--- src/hw/rtl/pfb_pkg.sv ---
// plane frame builder: shared types and constants
// used by pfb_unit, pfb_out and plane_frame_builder_core; no dependencies
package pfb_pkg;

	localparam int DEF_INPUT_FRAC_BITS = 16;
	localparam int COMP_W = 47;
	localparam logic signed [63:0] Q30_ONE = 64'sd1 <<< 30;
	localparam logic signed [63:0] COMP_MAX = (64'sd1 <<< 46) - 64'sd1;
	localparam logic signed [63:0] COMP_MIN = -(64'sd1 <<< 46);

	typedef enum logic [1:0] {
		KIND_ORIGIN,
		KIND_XAXIS,
		KIND_YAXIS,
		KIND_NORMAL
	} kind_t;

	typedef struct packed {
		logic signed [COMP_W-1:0] z;
		logic signed [COMP_W-1:0] y;
		logic signed [COMP_W-1:0] x;
	} vec47_t;

	typedef struct packed {
		logic   bad;
		vec47_t org;
		vec47_t xa;
		vec47_t ya;
		vec47_t nu;
	} frame_t;

endpackage

--- src/hw/rtl/pfb_out.sv ---
// pfb_out: output holding register, splits one frame into result words
// depends on pfb_pkg
module pfb_out import pfb_pkg::*; (
	input  logic         clk,
	input  logic         arst_n,
	input  logic         in_valid,
	input  frame_t       in_frame,
	output logic         take,
	output logic         m_tvalid,
	input  logic         m_tready,
	output logic [143:0] m_tdata,  // comp_x, comp_y, comp_z, 3 zero bits
	output logic [2:0]   m_tuser,  // vector_kind, frame_valid
	output logic         m_tlast
);

	frame_t fr_q;
	logic   vld_q;
	kind_t  beat_q;
	vec47_t vec;
	logic   fin;

	always_comb begin
		case (beat_q)
			KIND_ORIGIN: vec = fr_q.org;
			KIND_XAXIS:  vec = fr_q.xa;
			KIND_YAXIS:  vec = fr_q.ya;
			KIND_NORMAL: vec = fr_q.nu;
			default:     vec = fr_q.org;
		endcase
		if (fr_q.bad) vec = '0;
	end

	assign m_tlast = fr_q.bad || (beat_q == KIND_NORMAL);
	assign fin = m_tvalid && m_tready && m_tlast;
	assign take = !vld_q || fin;
	assign m_tvalid = vld_q;
	assign m_tdata = {3'b000, vec};
	assign m_tuser = {!fr_q.bad, beat_q};

	always_ff @(posedge clk or negedge arst_n) begin
		if (!arst_n) begin
			vld_q <= 1'b0;
			beat_q <= KIND_ORIGIN;
		end else begin
			if (take) begin
				vld_q <= in_valid;
				beat_q <= KIND_ORIGIN;
			end else if (m_tready) begin
				beat_q <= kind_t'(beat_q + 2'd1);
			end
		end
	end

	always_ff @(posedge clk) begin
		if (take && in_valid) fr_q <= in_frame;
	end

`ifndef NO_ASSERTIONS
	a_bad_single: assert property (@(posedge clk) disable iff (!arst_n)
		(m_tvalid && !m_tuser[2]) |-> (m_tlast && m_tuser[1:0] == KIND_ORIGIN && m_tdata == '0))
		else $error("degenerate frame word malformed");
	a_last_normal: assert property (@(posedge clk) disable iff (!arst_n)
		(m_tvalid && m_tuser[2] && m_tlast) |-> (m_tuser[1:0] == KIND_NORMAL))
		else $error("valid frame ended early");
	a_beat_step: assert property (@(posedge clk) disable iff (!arst_n)
		(m_tvalid && m_tready && !m_tlast) |=>
		(m_tvalid && m_tuser[1:0] == 2'($past(m_tuser[1:0]) + 2'd1)))
		else $error("beat sequence broken");
	a_load: assert property (@(posedge clk) disable iff (!arst_n)
		(take && in_valid) |=> (m_tvalid && m_tuser[1:0] == KIND_ORIGIN))
		else $error("frame lost at hand-off");
`endif

endmodule

--- config.mk ---
export PLATFORM = sky130hd
export DESIGN_NAME = pfb_out
export DESIGN_NICKNAME = d
export VERILOG_FILES = /design/src/hw/rtl/pfb_pkg.sv /design/src/hw/rtl/pfb_out.sv
export SDC_FILE = /design/constraint.sdc
export NUM_CORES = 1
export LEC_CHECK = 0
export BUFFER_PORTS_ARGS = -buffer_cell sky130_fd_sc_hd__buf_2
export CAP_MARGIN = 20
export CORE_AREA = 2 2 280 282
export CTS_CLUSTER_DIAMETER = 100
export DETAILED_ROUTE_END_ITERATION = 10
export DIE_AREA = 0 0 282 284
export GPL_TIMING_DRIVEN = 0
export PLACE_DENSITY = 0.6
export SETUP_SLACK_MARGIN = 0.2
export SLEW_MARGIN = 10
export SYNTH_ARGS = -nofsm -noshare
export SYNTH_HDL_FRONTEND = slang
export SYNTH_SLANG_ARGS = --single-unit
--- constraint.sdc ---
create_clock -name clk -period 120.6 [get_ports clk]
set_input_delay 24.12 -clock clk [delete_from_list [all_inputs] [get_ports clk]]
set_output_delay 24.12 -clock clk [all_outputs]
set_load 0.01 [all_outputs]
# After elaboration in Yosys (flattened, before gate mapping)
# Index checks and enable logic that the tools add are counted.
# word_totals
regBits	568
word_cells	32
# op_classes
n_addsub	1
n_eq_ne	3
muxes	4
n_reduce_logical	9
# ops
operator	count
case mux 141 bit (4 select lines)	1
2-to-1 mux 141 bit	1
equality test 2 bit, second input constant	2
2-to-1 mux 2 bit	2
logical AND 1 bit	3
adder 2 x 1 -> 2 bit, second input constant	1
equality test 2 x 1 -> 1 bit, second input constant	1
logical NOT 1 bit	2
logical NOT 2 bit	1
logical OR 1 bit	2
nonzero test 2 bit	1

# Depth between registers and ports, before layout
# logic_depth
word_depth	5
mapped_depth	7

# Least setup slack after synthesis
# OpenSTA, ideal clock, no wires.
# synth_timing
path_type	input to register
from	input m_tready
to	register fr_q[0] (netlist bit), enable pin
setup_ns	2.367
t_arrival_ns	64.798
required_ns	118.233
slack_ns	53.435
stages	2
n_path_buf	0
cell_sequence	o21ai_0 > a21boi_0
# synth_between
elab_chain_cells	4
# synth_rtl
element	line	text
from (decl)	pfb_out.sv:10	input logic m_tready,
logical AND 1 bit (2 in a row)	pfb_out.sv:34	assign fin = m_tvalid && m_tready && m_tlast;
logical OR 1 bit	pfb_out.sv:35	assign take = !vld_q || fin;
logical AND 1 bit	pfb_out.sv:55	if (take && in_valid) fr_q <= in_frame;
to (signal assigned)	pfb_out.sv:55	
to (decl)	pfb_out.sv:16	frame_t fr_q;
# No other way between the ends.
# A chain may end at the register's enable or synchronous reset.

# Final worst setup path
# layout_timing
from	input m_tready
to	output take
# layout_between
elab_chain_cells	3
# layout_rtl
element	line	text
logical AND 1 bit (2 in a row)	pfb_out.sv:34	
logical OR 1 bit	pfb_out.sv:35	
to (decl)	pfb_out.sv:8	output logic take,
# No other way between the ends.

==> results_dict.tcl <==
set metrics [dict create \
    p_clk_share_pct 38.4 \
    via_per_inst 4.720 \
    register_area_um2 17040 \
    ant_nets 0 \
    clock-root-buffer "clkbuf_16" \
    setup_viol 0 \
    grt_pass1_wl_mm 102.1 \
    crit_fanout 5 \
    wl_met3_mm 5.662 \
    p_sw_share_pct 24.86 \
    pwr-share-comb_pct 12.5 \
    cts.sinks 568 \
    wl_met1_mm 26.94 \
    routed.top_layer "met5" \
    arrival_ps 24910 \
    leakage_nw 11.31 \
    rsz0062_at_grt "no" \
    syn_area_um2 21450 \
    hold_path_class "flop to flop" \
    worst_slew_pin_slew_ps 835.0 \
    tritoncts "yes" \
    drc 0 \
    wl_met2_mm 37.68 \
    clk_pin_slew_ps 60 \
    synth.avg_cell_area_um2 17.16 \
    die_w_um 282 \
    drt-initial-drc-count 928 \
    p_sw_uw 117.3 \
    mostFrequentLayoutCells "buf_2 (755), edfxtp_1 (565), inv_1 (145)" \
    cts_resized 0 \
    wl_mm 72.45 \
    die-area_um2 80090 \
    nets 2628 \
    track_usage_pct 17.29 \
    yosys.area.top_type "edfxtp_1" \
    holdBufCountCts 0 \
    io_buffers 715 \
    finalMaxSlewViolations 0 \
    final_cell_area_um2 28900 \
    synth_seq_area_share_pct 79.45 \
    core_um2 76960 \
    place.gp.congestion 0.8959 \
    max_freq_ghz 0.02040 \
    fin_tns_setup_ps 0 \
    clock_path_buffers 3 \
    initial_utilization_pct 27.87 \
    fin_crit_sh_pct 40.65 \
    fin_skew_ps 13.67 \
    dr.pass1.iters 5 \
    overflow 0 \
    status "completed" \
    cts_made_buffers 61 \
    min_period_ps 49030 \
    rows 102 \
    synth-seq-cells 568 \
    ys_warn_count 0 \
    maxSlewHeadroom_pct 43.74 \
    pin_count 719 \
    grt_pass1_vias 15640 \
    cap_violations 0 \
    htreeDepth 2 \
    vias 14910 \
    fin_util_pct 37.56 \
    cts_setup_buffers 0 \
    endpoint_kind "output pin" \
    ys_types 22 \
    synthCells 1250 \
    drive_gt1_share_pct 44.15 \
    yosysTopAreaCellShare_pct 79.10 \
    multi_input_area_um2 3296 \
    internal_power_uw 354.7 \
    insertion_delay_ps 610 \
    power_uw 472.0 \
    dp_hpwl_mm 54.07 \
    crit_required_ps 96480 \
    worst_setup_path_start_kind "input port" \
    synth_top_cells_by_area "edfxtp_1 (79%), a22oi_1 (4.9%), a221oi_1 (4.8%)" \
    final_common_cell "buf_2" \
    max-vdd-ir-drop_mv 0.01148 \
    placed_area_um2 26940 \
    area_growth_pct 34.74 \
    antenna_found_initial 24 \
    grt_max_degree 32 \
    fillers 7351 \
    seq_power_share_pct 49.1 \
    critPathKind "input port to output pin" \
    p_per_area_nw_per_um2 16.33 \
    hold_viol 0 \
    die_h_um 284 \
    wl_per_cell_um 22.94 \
]
cells by family after synthesis:
logic type	Yosys count	synth area share, %
flops	568	79.45
compound gates	428	14.82
buf+inv	243	5.273
simple gates	6	0.2042
fa+ha+maj	4	0.2333
other cells	1	0.01748
cells in the mapped netlist:
| cell | number |
|---|---|
| a21oi_1 | 143 |
| buf_2 | 40 |
| buf_1 | 4 |
| nand4bb_1 | 1 |
| clkbuf_1 | 21 |
| a22oi_1 | 141 |
| o21ai_0 | 1 |
| nand2b_1 | 2 |
| inv_1 | 145 |
| ha_1 | 4 |
| a221oi_1 | 117 |
| buf_4 | 21 |
| dfrtp_1 | 3 |
| nand2_1 | 1 |
| conb_1 | 1 |
| a21boi_0 | 1 |
| a21o_1 | 1 |
| a221oi_2 | 24 |
| or4b_1 | 1 |
| edfxtp_1 | 565 |
| or2_2 | 1 |
| buf_6 | 12 |
state kept, by name, summed over array words and instances (netlist names):
name and count:
m_tvalid 1, beat_q 2, fr_q 565
path summary, 6_finish.rpt:
check / startpoint / end / slack (ps) / cells after the start
worst max-delay path: m_tready / take / 71570 / 4
worst min-delay path: beat_q[1] / beat_q[1] / 630 / 2
worst max register to register: beat_q[0] / fr_q[258] / 116770 / 12
worst min register to register: beat_q[1] / beat_q[1] / 630 / 2
max in group asynchronous: arst_n / beat_q[0] / 97120 / 1
min in group asynchronous: arst_n / m_tvalid / 23330 / 1
cell type report:
cell class                      count  share of cell area (%)
Inverter                          145                   1.883
Timing Repair Buffer              740                   14.42
Sequential cell                   568                   58.96
Multi-Input combinational cell    441                   11.40
Clock buffer                       67                   5.507
Buffer                             98                   2.030
Clock inverter                     45                   1.160
Antenna cell                       15                  0.1299
Tap cell                         1040                   4.502
power by group through the flow:
stage,clock (mW),sequential [mW],combinational (mW)
finish,0.181,0.232,0.0590
global route,0.193,0.232,0.0637
CTS,0.185,0.232,0.0598
detailed placement,0,0.236,0.0596
global placement,0,0.262,0.0554
floorplan,0,0.254,0.0273
metal layers:
layer,GRT usage [%],vias up
met3,3.647,128
met1,20.30,7379
met2,31.03,726
met5,0,-
met4,5.878,16
li1,-,6663
per-stage QoR:
stage               hold WS [ps]  setup slack, ps  cells
floorplan                  507.5            53430   1252
global placement           536.2            39060   3007
detailed placement         613.8            71600   3032
CTS                        630.1            71590   3144
global route               652.4            71510   3157
finish                     630.0            71570   3159
critical path: stages:
cell and delay (ps):
buf_2 120, o21ai_0 320, nand2_1 160, buf_2 180
No activity file was read; power rests on OpenSTA's default activity.
